==> src/led_matrix_clock_frame_scanner_defines.svh <==
// assertion macros used by the back scanner module (lmcfs_back)
`ifndef LED_MATRIX_CLOCK_FRAME_SCANNER_DEFINES_SVH
`define LED_MATRIX_CLOCK_FRAME_SCANNER_DEFINES_SVH

// condition implies consequence in the same cycle
`define LMCFS_ASSERT_NOW(label, clk, rst_n, ante, cons, msg) \
    label: assert property (@(posedge clk) disable iff (!rst_n) (ante) |-> (cons)) \
        else $error(msg);

// condition implies consequence in the following cycle
`define LMCFS_ASSERT_NEXT(label, clk, rst_n, ante, cons, msg) \
    label: assert property (@(posedge clk) disable iff (!rst_n) (ante) |=> (cons)) \
        else $error(msg);

`endif

==> src/lmcfs_pkg.sv <==
package lmcfs_pkg;

    localparam int FRAME_COLS  = 48;
    localparam int GROUP_COUNT = 8;
    localparam int GROUP_BYTES = 6;
    localparam int GLYPH_COLS  = 6;
    localparam int QUEUE_DEPTH = 2;

    localparam logic [4:0] HOURS_MAX   = 5'd23;
    localparam logic [5:0] MINUTES_MAX = 6'd59;
    localparam logic [5:0] SECONDS_MAX = 6'd59;

    localparam logic [7:0] BLANK_COL    = 8'hFF;
    localparam logic [7:0] COLON_COL    = 8'hEB;
    localparam logic [7:0] COL_SEL_BASE = 8'h01;

    localparam logic [5:0] COLON_A_COL  = 6'd15;
    localparam logic [5:0] COLON_B_COL  = 6'd32;
    localparam logic [5:0] HOUR_T_COL   = 6'd1;
    localparam logic [5:0] HOUR_U_COL   = 6'd7;
    localparam logic [5:0] MIN_T_COL    = 6'd18;
    localparam logic [5:0] MIN_U_COL    = 6'd24;
    localparam logic [5:0] SEC_T_COL    = 6'd35;
    localparam logic [5:0] SEC_U_COL    = 6'd41;
    localparam logic [5:0] GLYPH_SPAN   = 6'd5;

    localparam logic [2:0] LAST_GROUP = 3'd7;
    localparam logic [2:0] LAST_BYTE  = 3'd5;

    localparam logic [7:0] FONT_ROM [10][GLYPH_COLS] = '{
        '{8'hC1, 8'h80, 8'hAE, 8'hB6, 8'h80, 8'hC1},
        '{8'hFE, 8'hEE, 8'h80, 8'h80, 8'hFE, 8'hFE},
        '{8'hDC, 8'h98, 8'hBA, 8'hB6, 8'h86, 8'hCE},
        '{8'hDD, 8'h9C, 8'hB6, 8'hB6, 8'h80, 8'hC9},
        '{8'hF3, 8'hEB, 8'hDB, 8'h80, 8'h80, 8'hFB},
        '{8'h8D, 8'h8C, 8'hAE, 8'hAE, 8'hA0, 8'hB1},
        '{8'hC1, 8'h80, 8'hB6, 8'hB6, 8'h90, 8'hD9},
        '{8'h9F, 8'h9F, 8'hB8, 8'hA0, 8'h87, 8'h9F},
        '{8'hC9, 8'h80, 8'hB6, 8'hB6, 8'h80, 8'hC9},
        '{8'hCD, 8'h84, 8'hB6, 8'hB6, 8'h80, 8'hC1}
    };

    typedef struct packed {
        logic [4:0] hours;
        logic [5:0] minutes;
        logic [5:0] seconds;
    } t_in_item;

    typedef struct packed {
        logic [7:0] shift_byte;
        logic [7:0] column_select;
        logic       group_end;
        logic       frame_last;
    } t_out_item;

    // six decimal digits of one sample, hour tens first
    typedef struct packed {
        logic [3:0] hour_t;
        logic [3:0] hour_u;
        logic [3:0] min_t;
        logic [3:0] min_u;
        logic [3:0] sec_t;
        logic [3:0] sec_u;
    } t_digits;

    // handshake bundle between two stages
    typedef struct packed {
        logic   valid;
        t_digits digits;
    } t_digit_xfer;

    // tens of a value below 60
    function automatic logic [2:0] tens_of(input logic [5:0] v);
        logic [2:0] t;
        if (v >= 6'd50)      t = 3'd5;
        else if (v >= 6'd40) t = 3'd4;
        else if (v >= 6'd30) t = 3'd3;
        else if (v >= 6'd20) t = 3'd2;
        else if (v >= 6'd10) t = 3'd1;
        else                 t = 3'd0;
        return t;
    endfunction

    function automatic logic [3:0] units_of(input logic [5:0] v, input logic [2:0] t);
        logic [5:0] tenfold;
        logic [5:0] diff;
        tenfold = {t, 3'b000} + {2'b00, t, 1'b0};
        diff    = v - tenfold;
        return diff[3:0];
    endfunction

    function automatic logic [7:0] glyph_byte(input logic [3:0] digit,
                                              input logic [5:0] offset);
        return FONT_ROM[digit][offset[2:0]];
    endfunction

    // frame column contents for a given set of digits
    function automatic logic [7:0] col_byte(input logic [5:0] col, input t_digits d);
        logic [7:0] b;
        case (col) inside
            [HOUR_T_COL : HOUR_T_COL + GLYPH_SPAN]: b = glyph_byte(d.hour_t, col - HOUR_T_COL);
            [HOUR_U_COL : HOUR_U_COL + GLYPH_SPAN]: b = glyph_byte(d.hour_u, col - HOUR_U_COL);
            [MIN_T_COL : MIN_T_COL + GLYPH_SPAN]:   b = glyph_byte(d.min_t, col - MIN_T_COL);
            [MIN_U_COL : MIN_U_COL + GLYPH_SPAN]:   b = glyph_byte(d.min_u, col - MIN_U_COL);
            [SEC_T_COL : SEC_T_COL + GLYPH_SPAN]:   b = glyph_byte(d.sec_t, col - SEC_T_COL);
            [SEC_U_COL : SEC_U_COL + GLYPH_SPAN]:   b = glyph_byte(d.sec_u, col - SEC_U_COL);
            COLON_A_COL, COLON_B_COL:               b = COLON_COL;
            default:                                b = BLANK_COL;
        endcase
        return b;
    endfunction

endpackage

==> src/led_matrix_clock_frame_scanner.sv <==
// led matrix clock frame scanner: each transfer on the input carries one time
// sample (hours, minutes, seconds in binary); values above 23/59/59 are
// clamped. the sample is split into six digits, each rendered as a six-column
// glyph from the font rom into a 48-column frame with colon columns 15 and 32
// (0xEB) and blank columns (0xFF). the frame leaves as 48 output transfers,
// one byte per cycle: for column group k = 0..7 the bytes of columns k, k+8,
// .. k+40, the sixth with group_end set and column_select = 1<<k; the 48th
// byte also carries frame_last. the back scanner steps one frame column per
// cycle; a queued sample starts directly after the previous frame with no
// gap. a front register plus a two-entry queue hold pending samples, so the
// input keeps taking samples while a frame scans out until they fill. output
// stalls simply pause the scan
module led_matrix_clock_frame_scanner (
    input  logic                 i_clk,
    input  logic                 i_rst_n,
    input  logic                 i_in_valid,
    output logic                 o_in_ready,
    input  lmcfs_pkg::t_in_item  i_in_data,
    output logic                 o_out_valid,
    input  logic                 i_out_ready,
    output lmcfs_pkg::t_out_item o_out_data
);
    import lmcfs_pkg::*;

    // front -> queue and queue -> back bundles
    t_digit_xfer front_xfer;
    t_digit_xfer queue_xfer;
    logic        queue_wr_ready;
    logic        back_rd_ready;

    // clamp and digit split, one register stage
    lmcfs_front u_front (
        .i_clk        (i_clk),
        .i_rst_n      (i_rst_n),
        .i_in_valid   (i_in_valid),
        .o_in_ready   (o_in_ready),
        .i_in_data    (i_in_data),
        .o_xfer       (front_xfer),
        .i_xfer_ready (queue_wr_ready)
    );

    // short queue decoupling sample intake from frame scan
    lmcfs_queue u_queue (
        .i_clk      (i_clk),
        .i_rst_n    (i_rst_n),
        .i_wr       (front_xfer),
        .o_wr_ready (queue_wr_ready),
        .o_rd       (queue_xfer),
        .i_rd_ready (back_rd_ready)
    );

    // frame scanner with registered output
    lmcfs_back u_back (
        .i_clk       (i_clk),
        .i_rst_n     (i_rst_n),
        .i_rd        (queue_xfer),
        .o_rd_ready  (back_rd_ready),
        .o_out_valid (o_out_valid),
        .i_out_ready (i_out_ready),
        .o_out_data  (o_out_data)
    );

endmodule

==> src/lmcfs_front.sv <==
module lmcfs_front (
    input  logic                  i_clk,
    input  logic                  i_rst_n,
    input  logic                  i_in_valid,
    output logic                  o_in_ready,
    input  lmcfs_pkg::t_in_item   i_in_data,
    output lmcfs_pkg::t_digit_xfer o_xfer,
    input  logic                  i_xfer_ready
);
    import lmcfs_pkg::*;

    logic       r_valid;
    t_digits    r_digits;
    t_digits    n_digits;
    logic [4:0] hours_c;
    logic [5:0] minutes_c;
    logic [5:0] seconds_c;
    logic [2:0] h_t;
    logic [2:0] m_t;
    logic [2:0] s_t;

    // clamp then split into digits
    always_comb begin
        hours_c   = (i_in_data.hours > HOURS_MAX) ? HOURS_MAX : i_in_data.hours;
        minutes_c = (i_in_data.minutes > MINUTES_MAX) ? MINUTES_MAX : i_in_data.minutes;
        seconds_c = (i_in_data.seconds > SECONDS_MAX) ? SECONDS_MAX : i_in_data.seconds;
        h_t = tens_of({1'b0, hours_c});
        m_t = tens_of(minutes_c);
        s_t = tens_of(seconds_c);
        n_digits.hour_t = {1'b0, h_t};
        n_digits.hour_u = units_of({1'b0, hours_c}, h_t);
        n_digits.min_t  = {1'b0, m_t};
        n_digits.min_u  = units_of(minutes_c, m_t);
        n_digits.sec_t  = {1'b0, s_t};
        n_digits.sec_u  = units_of(seconds_c, s_t);
    end

    assign o_in_ready    = !r_valid || i_xfer_ready;
    assign o_xfer.valid  = r_valid;
    assign o_xfer.digits = r_digits;

    always_ff @(posedge i_clk) begin
        if (!i_rst_n) begin
            r_valid <= 1'b0;
        end else if (o_in_ready) begin
            r_valid <= i_in_valid;
        end
    end

    always_ff @(posedge i_clk) begin
        if (o_in_ready && i_in_valid) begin
            r_digits <= n_digits;
        end
    end

endmodule

==> src/lmcfs_queue.sv <==
module lmcfs_queue (
    input  logic                   i_clk,
    input  logic                   i_rst_n,
    input  lmcfs_pkg::t_digit_xfer i_wr,
    output logic                   o_wr_ready,
    output lmcfs_pkg::t_digit_xfer o_rd,
    input  logic                   i_rd_ready
);
    import lmcfs_pkg::*;

    t_digits    r_mem [QUEUE_DEPTH];
    logic       r_wr_ptr;
    logic       r_rd_ptr;
    logic [1:0] r_count;
    logic       push;
    logic       pop;

    assign o_wr_ready = (r_count != 2'(QUEUE_DEPTH));
    assign o_rd.valid = (r_count != 2'd0);
    assign o_rd.digits = r_mem[r_rd_ptr];
    assign push = i_wr.valid && o_wr_ready;
    assign pop  = o_rd.valid && i_rd_ready;

    always_ff @(posedge i_clk) begin
        if (push) begin
            r_mem[r_wr_ptr] <= i_wr.digits;
        end
    end

    always_ff @(posedge i_clk) begin
        if (!i_rst_n) begin
            r_wr_ptr <= 1'b0;
            r_rd_ptr <= 1'b0;
            r_count  <= 2'd0;
        end else begin
            if (push) r_wr_ptr <= ~r_wr_ptr;
            if (pop)  r_rd_ptr <= ~r_rd_ptr;
            case ({push, pop})
                2'b10:   r_count <= r_count + 2'd1;
                2'b01:   r_count <= r_count - 2'd1;
                default: r_count <= r_count;
            endcase
        end
    end

endmodule

==> src/lmcfs_back.sv <==
module lmcfs_back (
    input  logic                   i_clk,
    input  logic                   i_rst_n,
    input  lmcfs_pkg::t_digit_xfer i_rd,
    output logic                   o_rd_ready,
    output logic                   o_out_valid,
    input  logic                   i_out_ready,
    output lmcfs_pkg::t_out_item   o_out_data
);
    import lmcfs_pkg::*;
    `include "led_matrix_clock_frame_scanner_defines.svh"

    logic       r_busy;
    logic [2:0] r_k;
    logic [2:0] r_b;
    t_digits    r_digits;
    logic       r_out_valid;
    t_out_item  r_out;
    t_out_item  n_out;
    logic       adv;
    logic       last;
    logic [5:0] col;

    assign adv  = r_busy && (!r_out_valid || i_out_ready);
    assign last = (r_k == LAST_GROUP) && (r_b == LAST_BYTE);
    // column k + 8*b
    assign col  = {r_b, r_k};
    assign o_rd_ready = !r_busy || (adv && last);

    always_comb begin
        n_out.shift_byte    = col_byte(col, r_digits);
        n_out.group_end     = (r_b == LAST_BYTE);
        n_out.column_select = n_out.group_end ? (COL_SEL_BASE << r_k) : 8'h00;
        n_out.frame_last    = last;
    end

    always_ff @(posedge i_clk) begin
        if (!i_rst_n) begin
            r_busy      <= 1'b0;
            r_k         <= 3'd0;
            r_b         <= 3'd0;
            r_out_valid <= 1'b0;
        end else begin
            if (i_rd.valid && o_rd_ready) begin
                r_busy <= 1'b1;
                r_k    <= 3'd0;
                r_b    <= 3'd0;
            end else if (adv) begin
                if (last) begin
                    r_busy <= 1'b0;
                end
                if (r_b == LAST_BYTE) begin
                    r_b <= 3'd0;
                    r_k <= r_k + 3'd1;
                end else begin
                    r_b <= r_b + 3'd1;
                end
            end
            if (adv) begin
                r_out_valid <= 1'b1;
            end else if (i_out_ready) begin
                r_out_valid <= 1'b0;
            end
        end
    end

    always_ff @(posedge i_clk) begin
        if (i_rd.valid && o_rd_ready) begin
            r_digits <= i_rd.digits;
        end
        if (adv) begin
            r_out <= n_out;
        end
    end

    assign o_out_valid = r_out_valid;
    assign o_out_data  = r_out;

    `LMCFS_ASSERT_NOW(a_sel_onehot, i_clk, i_rst_n, r_out_valid, $onehot0(r_out.column_select), "column select not one-hot")
    `LMCFS_ASSERT_NOW(a_sel_on_end, i_clk, i_rst_n, r_out_valid, r_out.group_end == (r_out.column_select != 8'h00), "column select outside group end")
    `LMCFS_ASSERT_NOW(a_last_ends, i_clk, i_rst_n, r_out_valid && r_out.frame_last, r_out.group_end && r_out.column_select[7], "frame end not on last group")
    `LMCFS_ASSERT_NEXT(a_last_out, i_clk, i_rst_n, adv && last, r_out_valid && r_out.frame_last, "frame end byte missing")

endmodule
==> config.mk <==
export PLATFORM = sky130hd
export DESIGN_NAME = led_matrix_clock_frame_scanner
export DESIGN_NICKNAME = d
export VERILOG_FILES = /design/src/lmcfs_pkg.sv /design/src/led_matrix_clock_frame_scanner.sv /design/src/lmcfs_front.sv /design/src/lmcfs_queue.sv /design/src/lmcfs_back.sv
export VERILOG_INCLUDE_DIRS = /design/src /design/src/src
export SDC_FILE = /design/constraint.sdc
export NUM_CORES = 1
export LEC_CHECK = 0
export ABC_AREA = 1
export BUFFER_PORTS_ARGS = -buffer_cell sky130_fd_sc_hd__buf_2
export CORE_MARGIN = 2
export CORE_UTILIZATION = 61
export DETAILED_ROUTE_END_ITERATION = 16
export PLACE_DENSITY = 0.87
export SLEW_MARGIN = 10
export SYNTH_ARGS = -nofsm -noshare
export SYNTH_HDL_FRONTEND = slang
export SYNTH_SLANG_ARGS = --single-unit
==> constraint.sdc <==
create_clock -name i_clk -period 4.36 [get_ports i_clk]
set_input_delay 0.654 -clock i_clk [delete_from_list [all_inputs] [get_ports i_clk]]
set_output_delay 0.654 -clock i_clk [all_outputs]
set_load 0.05 [all_outputs]
**Yosys cells after proc, flatten, opt, wreduce, memory -nomap -nowiden**

Memories as Yosys holds them, arrays and structs flattened. A register that Yosys moved wholly into a read port is not among the register bits.
Cells that the tools add are included.

- Add/subtract/negate cells: 16
- $lt $le $gt $ge: 42
- Eq/ne operators: 7
- Shifts and indexed selects: 1
- Muxes and demuxes: 64
- Bitwise logic cells: 15
- Reduce and logical (&&, ||, !) cells: 27

Operator list:

| cell | count |
|---|---|
| $mux 48 | 12 |
| $bmux 8 s3 | 6 |
| $mux 8 | 18 |
| $ge 5x5->1 const B | 8 |
| $mux 3 | 13 |
| $ge 6x5->1 const B | 6 |
| $ge 6x6->1 const B | 6 |
| $not 4->5 | 6 |
| $ge 4x4->1 const B | 6 |
| $not 3->4 | 6 |
| $add 4x4->4 | 3 |
| $ge 5x6->1 const B | 2 |
| $ge 6x4->1 const B | 2 |
| $gt 6x6->1 const B | 2 |
| $le 6x5->1 const B | 2 |
| $le 6x6->1 const B | 2 |
| $logic_and 1x1->1 | 12 |
| $mux 6 | 2 |
| $sub 4x4->4 | 3 |
| $mux 1 | 10 |
| $mux 5 | 2 |
| $reduce_bool 2->1 | 5 |
| $sub 3x1->3 const B | 3 |
| $shl 1x3->8 const A | 1 |
| 23 further kinds | 34 |

- Bits in registers: 64
- RAM bits: 42
- ROM bits: 4608
- Input bits: 21
- Output and inout port bits: 20
- Word-level logic and storage cells: 200
- Memories kept: 7

Memories:

| name | words | width | read ports | clocked after Yosys merged registers in | write ports | RTL line | text |
|---|---|---|---|---|---|---|---|
| (name not given) | 16 | 48 | 1 | 0 | 0 | lmcfs_pkg.sv:94 | `return FONT_ROM[digit][offset[2:0]];` |
| (name not given) | 16 | 48 | 1 | 0 | 0 | lmcfs_pkg.sv:94 |  |
| (name not given) | 16 | 48 | 1 | 0 | 0 | lmcfs_pkg.sv:94 |  |
| (name not given) | 16 | 48 | 1 | 0 | 0 | lmcfs_pkg.sv:94 |  |
| (name not given) | 16 | 48 | 1 | 0 | 0 | lmcfs_pkg.sv:94 |  |
| (name not given) | 16 | 48 | 1 | 0 | 0 | lmcfs_pkg.sv:94 |  |
| 1 more memories | -- | -- | -- | -- | -- | -- |  |

**Logic depth before layout (Yosys ltp)**

Gate-level depths: netlist (run 1).

- Depth in word-level cells: 13
- Gate-level depth with buffers: 21
- Mapped depth without buffers: 16

**Hierarchy**

From an unflattened synthesis (run 1), not the netlist that was laid out.

- Cell total of the unflattened synthesis: 1147
- Area total of the unflattened synthesis: 9151.3 µm²

By module, submodules not included:

| module | instances | cells an instance | area an instance (µm²) | seq. area each (µm²) |
|---|---|---|---|---|
| lmcfs_back | 1 | 889 | 5801.8 | 1421.4 |
| lmcfs_queue | 1 | 111 | 2080.7 | 1541.5 |
| lmcfs_front | 1 | 147 | 1268.7 | 620.6 |

**Worst setup path after synthesis (run 1)**

No wires, ideal clock.

- Path type: input to register
- Start: input i_out_ready
- End: register u_queue.r_count[1]
- Setup time: 0.122 ns
- Arrival time: 2.392 ns
- Data required time: 4.238 ns
- Slack: 1.846 ns
- Stages on the path: 13
- Buffers on the path: 0
- Cell sequence: inv_1 nand2_1 nand2_1 nor2_2 a21oi_1 clkinv_1 o21ai_2 inv_1 ha_1 a21oi_1 o21ai_0 o21ai_0 a21oi_1

- Cells in the longest elaborated chain, start to end: 7
- Elaborated cells between the ends (all ways): 9
- Those cells by class: eq/ne (2); mux (1); reduce/logical (6)

RTL lines:

| element | RTL line | text |
|---|---|---|
| from (decl) | led_matrix_clock_frame_scanner.sv:20 | `input logic i_out_ready,` |
| $logic_or 1x1->1 (*) | lmcfs_back.sv:24 | `assign adv = r_busy && (!r_out_valid \|\| i_out_ready);` |
| $logic_and 1x1->1 (*) | lmcfs_back.sv:24 |  |
| $logic_and 1x1->1 (*) | lmcfs_back.sv:28 | `assign o_rd_ready = !r_busy \|\| (adv && last);` |
| $logic_or 1x1->1 (*) | lmcfs_back.sv:28 |  |
| $logic_and 1x1->1 (*) | lmcfs_queue.sv:22 | `assign pop = o_rd.valid && i_rd_ready;` |
| named net u_queue.pop | lmcfs_queue.sv:16 | `logic pop;` |
| $eq 2x1->1 or $eq 2x2->1 (tied branches) | lmcfs_queue.sv:38 | `case ({push, pop})` |
| $pmux 2 s2 or $reduce_bool 2->1 (tied branches) | -- |  |
| to (signal assigned) | lmcfs_queue.sv:39 | `2'b10: r_count <= r_count + 2'd1;` |
| to (signal assigned) | lmcfs_queue.sv:40 | `2'b01: r_count <= r_count - 2'd1;` |
| to (signal assigned) | lmcfs_queue.sv:41 | `default: r_count <= r_count;` |
| to (decl) | lmcfs_queue.sv:14 | `logic [1:0] r_count;` |

The timed path passes the listed nets; every way through them passes the cells marked *.
A chain may end at the register's enable or synchronous reset.

==> results by stage, run 1 <==
Min path:
- The min-delay analysis places its worst path in the category register to register.

Timing:
- The worst hold slack after final layout is 0.4407 ns.
- Dividing the final minimum period by the clock period gives 0.7006.
- Setup repair after global routing left no endpoint under its margin.
- The transition at the pin with the smallest max-transition slack is 0.7732 ns.
- Clock skew on the completed layout was measured at 0.01022 ns.
- The clock period minus final worst setup slack is between 3 and 4 ns.
- The number of endpoints with negative hold slack in the final report is 0.
- In this run the tightest slew margin relative to its limit is 0.4840.
- The least setup slack across all paths after layout is 1.305 ns.
- Setup violations remaining at the end of the flow were counted as 0.
- The setup TNS after final layout is 0 ns.
- Timing would allow up to 327.4 MHz.
- The number of pins with negative max-slew slack in the final report is 0.

Setup path:
- The maximum fanout along the worst path is 26.
- The worst setup path is captured at a register.
- The type of the worst setup path is register to register.
- At the worst endpoint, the required time is approximately 4.6 ns.
- STA classifies the critical path startpoint as a register.
- At the worst endpoint, the arrival time is between 3 and 4 ns.

Routing:
- The wire length on met2 is 8640 um.
- The first-pass iteration count of the detailed router is 6.
- The number of nets still failing antenna checks after routing is 0.
- Wire segments on met3 add up to 1410 um in the final route.
- The routed via count divided by cell count is 5.785.
- The number of DRC violations after detailed-routing iteration 0 is 811.
- The total wirelength of the detailed-routed design is 18170 um.
- The highest layer touched by signal routing is met4.
- The final routed DRC violation total is 0.
- The total number of vias is 7116.
- After detailed routing, the wire length on met1 is 7708 um.
- The routed length per instance is 14.77 um.

CTS:
- Once the clock tree was built, the setup fixing pass inserted 0 buffers.
- The number of buffers inserted during clock tree synthesis is 9.
- Clock latency on the worst-skew pair, taken at its later pin, is 0.36 ns.
- TritonCTS built the clock tree.
- The clock sink total is 111.
- The number of hold buffers added after cts is 0.
- Counting along the longest clock path gives a buffer depth of 2.
- After clock tree synthesis, the repair step resized 0 gates.
- The clock tree synthesis step divided the H-tree into 3 levels.
- The cell chosen for the clock root is sky130_fd_sc_hd__clkbuf_16.
- After clock tree synthesis, the clock-pin slew on the worst setup and hold paths is 0.08 ns.

Synth:
- The post-synthesis instance area is 7834 sq um.
- In the synthesized netlist, the cells that appear most often are 306 x sky130_fd_sc_hd__nand2_1, 102 x sky130_fd_sc_hd__nand3_1, 98 x sky130_fd_sc_hd__edfxtp_1.
- The warning count from the yosys run is 0.
- The part of the Yosys area used for sequential elements is 0.4089.
- The per-instance average area after synthesis is 7.598 sq um.
- The fraction of synthesis flops using an asynchronous set or reset pin is 0.
- Of the post-synthesis cell area, the dominant cell type holds 0.3757.
- The synthesized instance count is between 1000 and 1500.
- The net count of the mapped netlist is around 1100.
- After synthesis, the cell types taking the most area are sky130_fd_sc_hd__edfxtp_1 38%, sky130_fd_sc_hd__nand2_1 15%, sky130_fd_sc_hd__ha_1 8.1%, sky130_fd_sc_hd__nand3_1 6.5%, sky130_fd_sc_hd__nor2_1 4.6%.
- Among all cell types in the netlist, the one instantiated most often is sky130_fd_sc_hd__nand2_1.
- The most used flip-flop cell after synthesis is sky130_fd_sc_hd__edfxtp_1.
- In this run, distinct cell masters in the synthesized netlist total 49.
- The synthesized design contains 111 register bits.
- The most area-hungry cell type in the Yosys netlist is sky130_fd_sc_hd__edfxtp_1.
- In this run, synthesis inferred 98 flip-flops with an integrated enable.

Global routing:
- The global-route usage over all layers is 0.2640.
- The global-route wire length before repair is ~30000 um.
- Entering global routing, the biggest net connects 55 pins.
- The total overflow reported by the global router is 0.
- The initial antenna violation count is 0.
- The via count of the first global-routing pass is 6320.

Final layout:
- In the final layout, flip-flops and latches occupy approximately 3200 sq um.
- The combined area of the multi-input logic cells is 4041 sq um.
- The area growth from synthesis to layout is 7.139%.
- The number of antenna diodes in the final layout is 0.
- The net count of the finished layout is 1125.
- The utilization after layout is 0.6678.
- In the final layout, the share of cells above drive strength 1 is 0.09452.
- The filler cells instantiated in the layout total 1031.

Place:
- The weighted congestion reported at the end of routability-driven placement is 0.9897.
- Input and output buffers added on the ports amount to 40.
- Before CTS, the worst setup slack after placement is 1.413 ns.
- Detailed placement ended at an HPWL of 13360 um.

Floorplanning:
- The die covers 13770 sq um.
- The initial core utilization is 0.6233.
- The count of standard-cell rows is 41.
- The floorplan die width is between 100 and 150 um.
- The die outline height is 117.3 um.
- The number of top-level pins is 41.
- After floorplanning, the core was sized to cover 12570 sq um.

Power and ir drop:
- In this run the static leakage power is 3.642 nW.
- Across the VDD grid, the largest voltage drop is about 0.0003 V.
- The power per standard cell area is 535.7 nW/um^2.

Outcome:
- The run finished with clean final reports.

Flow run:
- The max capacitance violation total is 0.
==> path summary, 6_finish.rpt <==
path / start / endpoint / slack, ns / depth (start not counted)
max: u_back.r_k[1]$_SDFFE_PP0P_ / u_back.o_out_data[10]$_DFFE_PP_ / 1.31 / 12
min reg2reg: u_front.o_xfer[18]$_DFFE_PP_ / u_queue.r_mem[1][16]$_DFFE_PP_ / 0.44 / 0
max reg2reg: u_back.r_k[1]$_SDFFE_PP0P_ / u_back.o_out_data[10]$_DFFE_PP_ / 1.31 / 12
min: u_front.o_xfer[18]$_DFFE_PP_ / u_queue.r_mem[1][16]$_DFFE_PP_ / 0.44 / 0
==> per-stage QoR <==
step	power, mW	std cells	cell area, sq um
after floorplan	3.189	1031	7834
after global placement	3.644	1214	8102
after detailed placement	3.660	1214	8102
after CTS	4.460	1230	8393
after global routing	4.824	1230	8393
final	4.496	1230	8393
==> flip-flops by register name, summed over array words and instances, names as in the netlist <==
| register | count |
|---|---|
| u_back.r_k | 3 |
| u_queue.r_mem | 40 |
| u_back.r_b | 3 |
| u_queue.r_count | 2 |
| u_back.r_digits | 20 |
| u_front.r_valid | 1 |
| u_back.o_out_data | 18 |
| u_front.o_xfer | 20 |
| u_back.r_busy | 1 |
| u_back.o_out_valid | 1 |
| u_queue.r_rd_ptr | 1 |
| u_queue.r_wr_ptr | 1 |
==> critical path, cell delays in order (launching register included) <==
cell	delay, ns
sky130_fd_sc_hd__dfxtp_1	0.31
sky130_fd_sc_hd__buf_4	0.27
sky130_fd_sc_hd__inv_1	0.29
sky130_fd_sc_hd__ha_1	0.43
sky130_fd_sc_hd__buf_4	0.32
sky130_fd_sc_hd__nand2_1	0.19
sky130_fd_sc_hd__inv_1	0.22
sky130_fd_sc_hd__nand4_1	0.13
sky130_fd_sc_hd__a22oi_1	0.24
sky130_fd_sc_hd__nor2_1	0.06
sky130_fd_sc_hd__nor2_1	0.12
sky130_fd_sc_hd__nand3_1	0.12
sky130_fd_sc_hd__o21ai_1	0.18
==> power by group <==
| group | switching (mW) | internal [mW] | total [mW] |
|---|---|---|---|
| sequential | 0.269 | 1.48 | 1.74 |
| combinational | 1.36 | 0.591 | 1.95 |
| clock | 0.402 | 0.400 | 0.802 |
| total | 2.03 | 2.47 | 4.50 |
==> cell usage in the layout, fill, tap and decap left out, drive strengths merged, types with 3 or more instances in the layout <==
cell    count
nand3     102
nor3        6
o21ai      72
o21a        3
a22oi       3
xnor2       4
clkinv     11
a31oi       5
nand2     313
nor2      104
ha         51
nand4      16
clkbuf      9
edfxtp     98
xor2        7
o211ai     14
dfxtp      13
a21oi      55
o22ai       3
buf        47
or2         8
inv        97
==> per-layer routing <==
metal / track usage / vias up
met1: 0.3488 / 3202
met3: 0.04523 / 42
met4: 0.08886 / 0
li1: - / 3510
met5: 0 / -
met2: 0.4419 / 362
==> layout make-up <==
class | count | share of cell area
clock buffers | 9 | 0.02683
clock inverters | 7 | 0.007901
inverters | 102 | 0.04621
multi-input cells | 782 | 0.4815
flip-flops and latches | 111 | 0.3818
well taps | 172 | 0.02564
repair buffers | 47 | 0.03011
==> cells by family (layout without fill, tap and decap cells) <==
logic type / after synthesis / count (layout) / synth area share
AOI/OAI and AO/OA: 168 / 168 / 0.1236
xor gates and xnor gates: 11 / 11 / 0.01326
adders and majority gates: 51 / 51 / 0.08146
buffers and inverters: 138 / 165 / 0.07523
DFF: 111 / 111 / 0.4089
and+or+nand+nor: 552 / 552 / 0.2976
(Power assumes the default switching activity.)
==> run 2: changes to the inputs <==
Settings changed: ABC_AREA 1 to 0, CORE_UTILIZATION 61 to 57, PLACE_DENSITY 0.87 to 0.85.
Clock period 4.36 ns to 2.7 ns, I/O delays scaled along.
==> run 2 against run 1 <==
  * Synthesized cell count decreased by 19%
  * Clock-buffer cell count unchanged
  * Global-route usage increased by 0.34 points
  * Area after synthesis increased by 2.1%
  * Register-to-register slack got worse by 1.2 ns
  * Die area increased by 8.9%
  * Via count decreased by 4.1%
  * Worst hold slack got worse by 0.15 ns
  * Clock power increased by 60%
  * Non-clock buffer count increased by 45
  * Critical path type unchanged
  * Largest cell class unchanged
==> results by stage, run 2 <==
Final layout:
- For this run, the share of the core covered by cells in the final layout is 0.6434.
- Of the cells placed in the final design, the portion with a size suffix greater than 1 is 0.1629.
- The largest register by flop count is u_queue.r_mem.
- The net count of the finished layout is 951.
- From synthesis to final layout, the design area changed by 10.83%.
- The register with the most flip-flops in the layout has 40 of them.
- The top cell types in the final layout, fill and taps aside, are 98 x sky130_fd_sc_hd__edfxtp_1, 62 x sky130_fd_sc_hd__nand2_1, 59 x sky130_fd_sc_hd__a21oi_1.
- The count of antenna diodes in the layout is 0.
- The library cell used most frequently in the layout, excluding fill and tap cells, is sky130_fd_sc_hd__edfxtp_1.

Outcome:
- The flow ran to the end, and the final reports show no timing, DRC or antenna violations.

Routing:
- The wire length on met2 is approximately 9000 um.
- In the routed layout, each cell is associated on average with a via count of 6.412.
- The final layout contains routed wiring with a total length of between 15000 and 20000 um.
- The routed length per instance is 18.21 um.
- The number of nets still failing antenna checks after routing is 0.
- The wire length on met1 is 8062 um.
- Across all layers, the routed design uses 6822 vias.
- The final routed DRC violation total is 0.
- The number of DRC violations after detailed-routing iteration 0 is 647.
- The first-pass iteration count of the detailed router is 5.
- The highest layer used for signal routing is met4.
- Summed over all nets, wire length on met3 after detailed routing comes to between 1500 and 2000 um.

CTS:
- Clock tree synthesis selected as its root buffer the cell sky130_fd_sc_hd__clkbuf_16.
- The number of clock buffers added by TritonCTS is 9.
- In this run the number of H-tree levels came out at 3.
- The clock reaches the later pin of the worst-skew pair after roughly 0.37 ns.
- The clock sink total is 111.
- The clock transition at the register clock pins on the worst setup and hold paths after CTS is 0.08 ns.
- The number of buffers between clock root and the deepest sink is 2.
- TritonCTS built the clock tree.

Synth:
- When the netlist entered floorplanning its net count stood at 906.
- The most area-hungry cell type in the Yosys netlist is sky130_fd_sc_hd__edfxtp_1.
- The cell with the most instances after synthesis is sky130_fd_sc_hd__edfxtp_1.
- The synthesized instance count is 834.
- Averaged over all synthesized cells, the footprint is 9.588 sq um.
- After synthesis, the share of flip-flops with an asynchronous set or reset is 0.
- The commonest cells after synthesis are 98 x sky130_fd_sc_hd__edfxtp_1, 62 x sky130_fd_sc_hd__nand2_1, 59 x sky130_fd_sc_hd__a21oi_1.
- The warning count from the yosys run is 0.
- Of the post-synthesis cell area, the dominant cell type holds 0.3680.
- The synthesized netlist occupies a cell area of between 7000 and 8000 sq um.
- The main flop type after synthesis is sky130_fd_sc_hd__edfxtp_1.
- In this run, synthesis produced a sequential element count of 111.
- After synthesis, the cell types taking the most area are sky130_fd_sc_hd__edfxtp_1 37%, sky130_fd_sc_hd__ha_1 8.0%, sky130_fd_sc_hd__a21oi_1 3.7%, sky130_fd_sc_hd__o21ai_0 3.4%, sky130_fd_sc_hd__dfxtp_1 3.3%.
- The unique cell type count in the Yosys netlist is 73.
- The number of enable-type register cells in the synthesized netlist is 98.
- Of the synthesized area, sequential elements account for 0.4006.

Floorplanning:
- The die outline area is 14990 sq um.
- Pin placement for this block handled 41 I/O pins.
- The count of standard-cell rows is 43.
- The die outline height is 122.4 um.
- The initial core utilization is 0.5806.
- The area of the placeable core is approximately 14000 sq um.
- Measured along the x axis, the die boundary spans 122.4 um.

Setup path:
- In this run the worst path has a maximum fanout of 20.
- STA classifies the critical path endpoint as a register.
- STA classifies the critical path startpoint as a register.
- For the worst setup path, the data required time is 2.91 ns.
- Setup slack on the worst reg-to-reg path comes out at between 0.15 and 0.2 ns.
- The worst register-to-register path ends at u_back.o_out_data[13]$_DFFE_PP_.
- The critical path in this run is classified as register to register.
- Measured in cells, the most critical reg-to-reg path has a length of 9.
- For the worst setup path, the data arrival time is 2.75 ns.
- The launch point of the worst reg-to-reg path is u_back.r_k[1]$_SDFFE_PP0P_.

Timing:
- Setup violations remaining at the end of the flow were counted as 0.
- Adding up every negative setup slack in the final design gives 0 ns.
- The smallest clock period supported by the final layout is computed as 2.545 ns.
- Clock skew on the completed layout was measured at 0.009822 ns.
- The highest achievable clock rate is between 300 and 400 MHz.
- The transition at the pin with the smallest max-transition slack is about 0.66 ns.
- The share of the clock period used by the worst path is 0.9425.
- The number of endpoints with negative hold slack in the final report came to 0.
- The number of pins with negative max-slew slack in the final report came to 0.
- Setup repair after global routing left no endpoint under its margin.
- Measured against its own limit, the worst slew margin works out to 0.5560.

Min path:
- The destination of the worst hold path is u_front.r_valid$_SDFFE_PN0N_.
- Counting instances, the worst hold path has a depth of 3.
- The worst hold path begins at i_in_valid.
- The path class of the tightest hold or removal check is primary input to register.

Power and ir drop:
- Summed over all cells, the static leakage comes to 3.355 nW.
- In this run the power density over the cells is between 800 and 900 nW/um^2.
- The maximum resistive drop on vdd is about 0.00046 V.

Global routing:
- For this run the aggregate overflow at the end of global routing stands at 0.
- Entering global routing, the biggest net connects 38 pins.
- The global-route wire length before repair is 31550 um.
- The via count of the first global-routing pass is 6286.
- The global-route usage over all layers is 0.2673.
- The initial antenna violation count is 0.

Place:
- Detailed placement ended at an HPWL of 14220 um.
- Buffers placed on the I/O ports in this run total 40.
- The weighted congestion reported at the end of routability-driven placement is 1.043.

Flow run:
- The max capacitance violation total is 0.
run 2: layout make-up:
| cell class | count | area [sq um] |
|---|---|---|
| Sequential cell | 111 | 3204 |
| Multi-Input combinational cell | 625 | 4405 |
| Clock buffer | 9 | 225.2 |
| Inverter | 40 | 151.4 |
| Timing Repair Buffer | 92 | 590.6 |
| Clock inverter | 7 | 60.06 |
| Tap cell | 180 | 225.2 |
| Fill cell | 1134 | 4911 |
run 2: power breakdown:
part,leakage [nW],internal [mW],switching (mW)
clock,0.135,0.637,0.639
combinational,2.21,1.31,2.06
sequential,1.01,2.34,0.372
total,3.36,4.28,3.07
run 2: timing repair:
item,4_1_cts,5_1_grt
endpoints found under the setup margin,0,3
hold buffers,0,0
resized for setup,0,2
endpoints found under the hold margin,0,0
buffers inserted,0,0
run 2: cells by family (layout without fill, tap and decap cells):
| family | after synthesis | count (layout) | synth area share |
|---|---|---|---|
| AO/OA/AOI/OAI | 279 | 279 | 0.2421 |
| adder cells (fa/ha/maj) | 51 | 51 | 0.07980 |
| flip-flops | 111 | 111 | 0.4006 |
| buffers and inverters | 98 | 148 | 0.05007 |
| multiplexers | 44 | 44 | 0.06024 |
| AND/OR/NAND/NOR | 234 | 234 | 0.1486 |
| XOR/XNOR | 17 | 17 | 0.01862 |
run 2: worst max-delay path, stage by stage, from the launching register on:
cell and delay (ns):
sky130_fd_sc_hd__dfxtp_1 0.40, sky130_fd_sc_hd__clkinv_2 0.14, sky130_fd_sc_hd__ha_2 0.44, sky130_fd_sc_hd__buf_4 0.27, sky130_fd_sc_hd__nand2_1 0.18, sky130_fd_sc_hd__a311oi_1 0.28
sky130_fd_sc_hd__o21ai_0 0.15, sky130_fd_sc_hd__nand4_1 0.15, sky130_fd_sc_hd__nand3_1 0.13, sky130_fd_sc_hd__a32oi_1 0.25
run 2: worst max-delay path by stage:
stage | startpoint | endpoint | cells after the start
5_1_grt | u_back.r_k[1]$_SDFFE_PP0P_ | u_back.o_out_data[12]$_DFFE_PP_ | 10
6_report | u_back.r_k[1]$_SDFFE_PP0P_ | u_back.o_out_data[13]$_DFFE_PP_ | 9
3_3_place_gp | u_back.r_k[0]$_SDFFE_PP0P_ | u_back.o_out_data[16]$_DFFE_PP_ | 8
3_5_place_dp | u_back.r_k[0]$_SDFFE_PP0P_ | u_back.o_out_data[16]$_DFFE_PP_ | 8
2_1_floorplan | u_back.r_k[1]$_SDFFE_PP0P_ | u_back.o_out_data[16]$_DFFE_PP_ | 10
4_1_cts | u_back.r_k[0]$_SDFFE_PP0P_ | u_back.o_out_data[16]$_DFFE_PP_ | 8
run 2: layer usage:
layer	up-vias	GRT usage
met1	3178	0.3527
met4	0	0.1372
met5	-	0
met2	343	0.4313
li1	3242	-
met3	59	0.03625
run 2: metrics by stage:
step	instances	hold WS, ns	worst slack [ns]	total power, mW	cell area, sq um
after floorplan	834	0.4215	0.03498	5.127	8006
after global placement	1048	0.4216	0.1535	5.988	8572
after detailed placement	1048	0.4335	0.1519	6.043	8572
after CTS	1064	0.2795	0.1390	7.330	8857
after global routing	1064	0.2998	0.0005886	7.811	8862
final	1064	0.2903	0.1552	7.357	8862
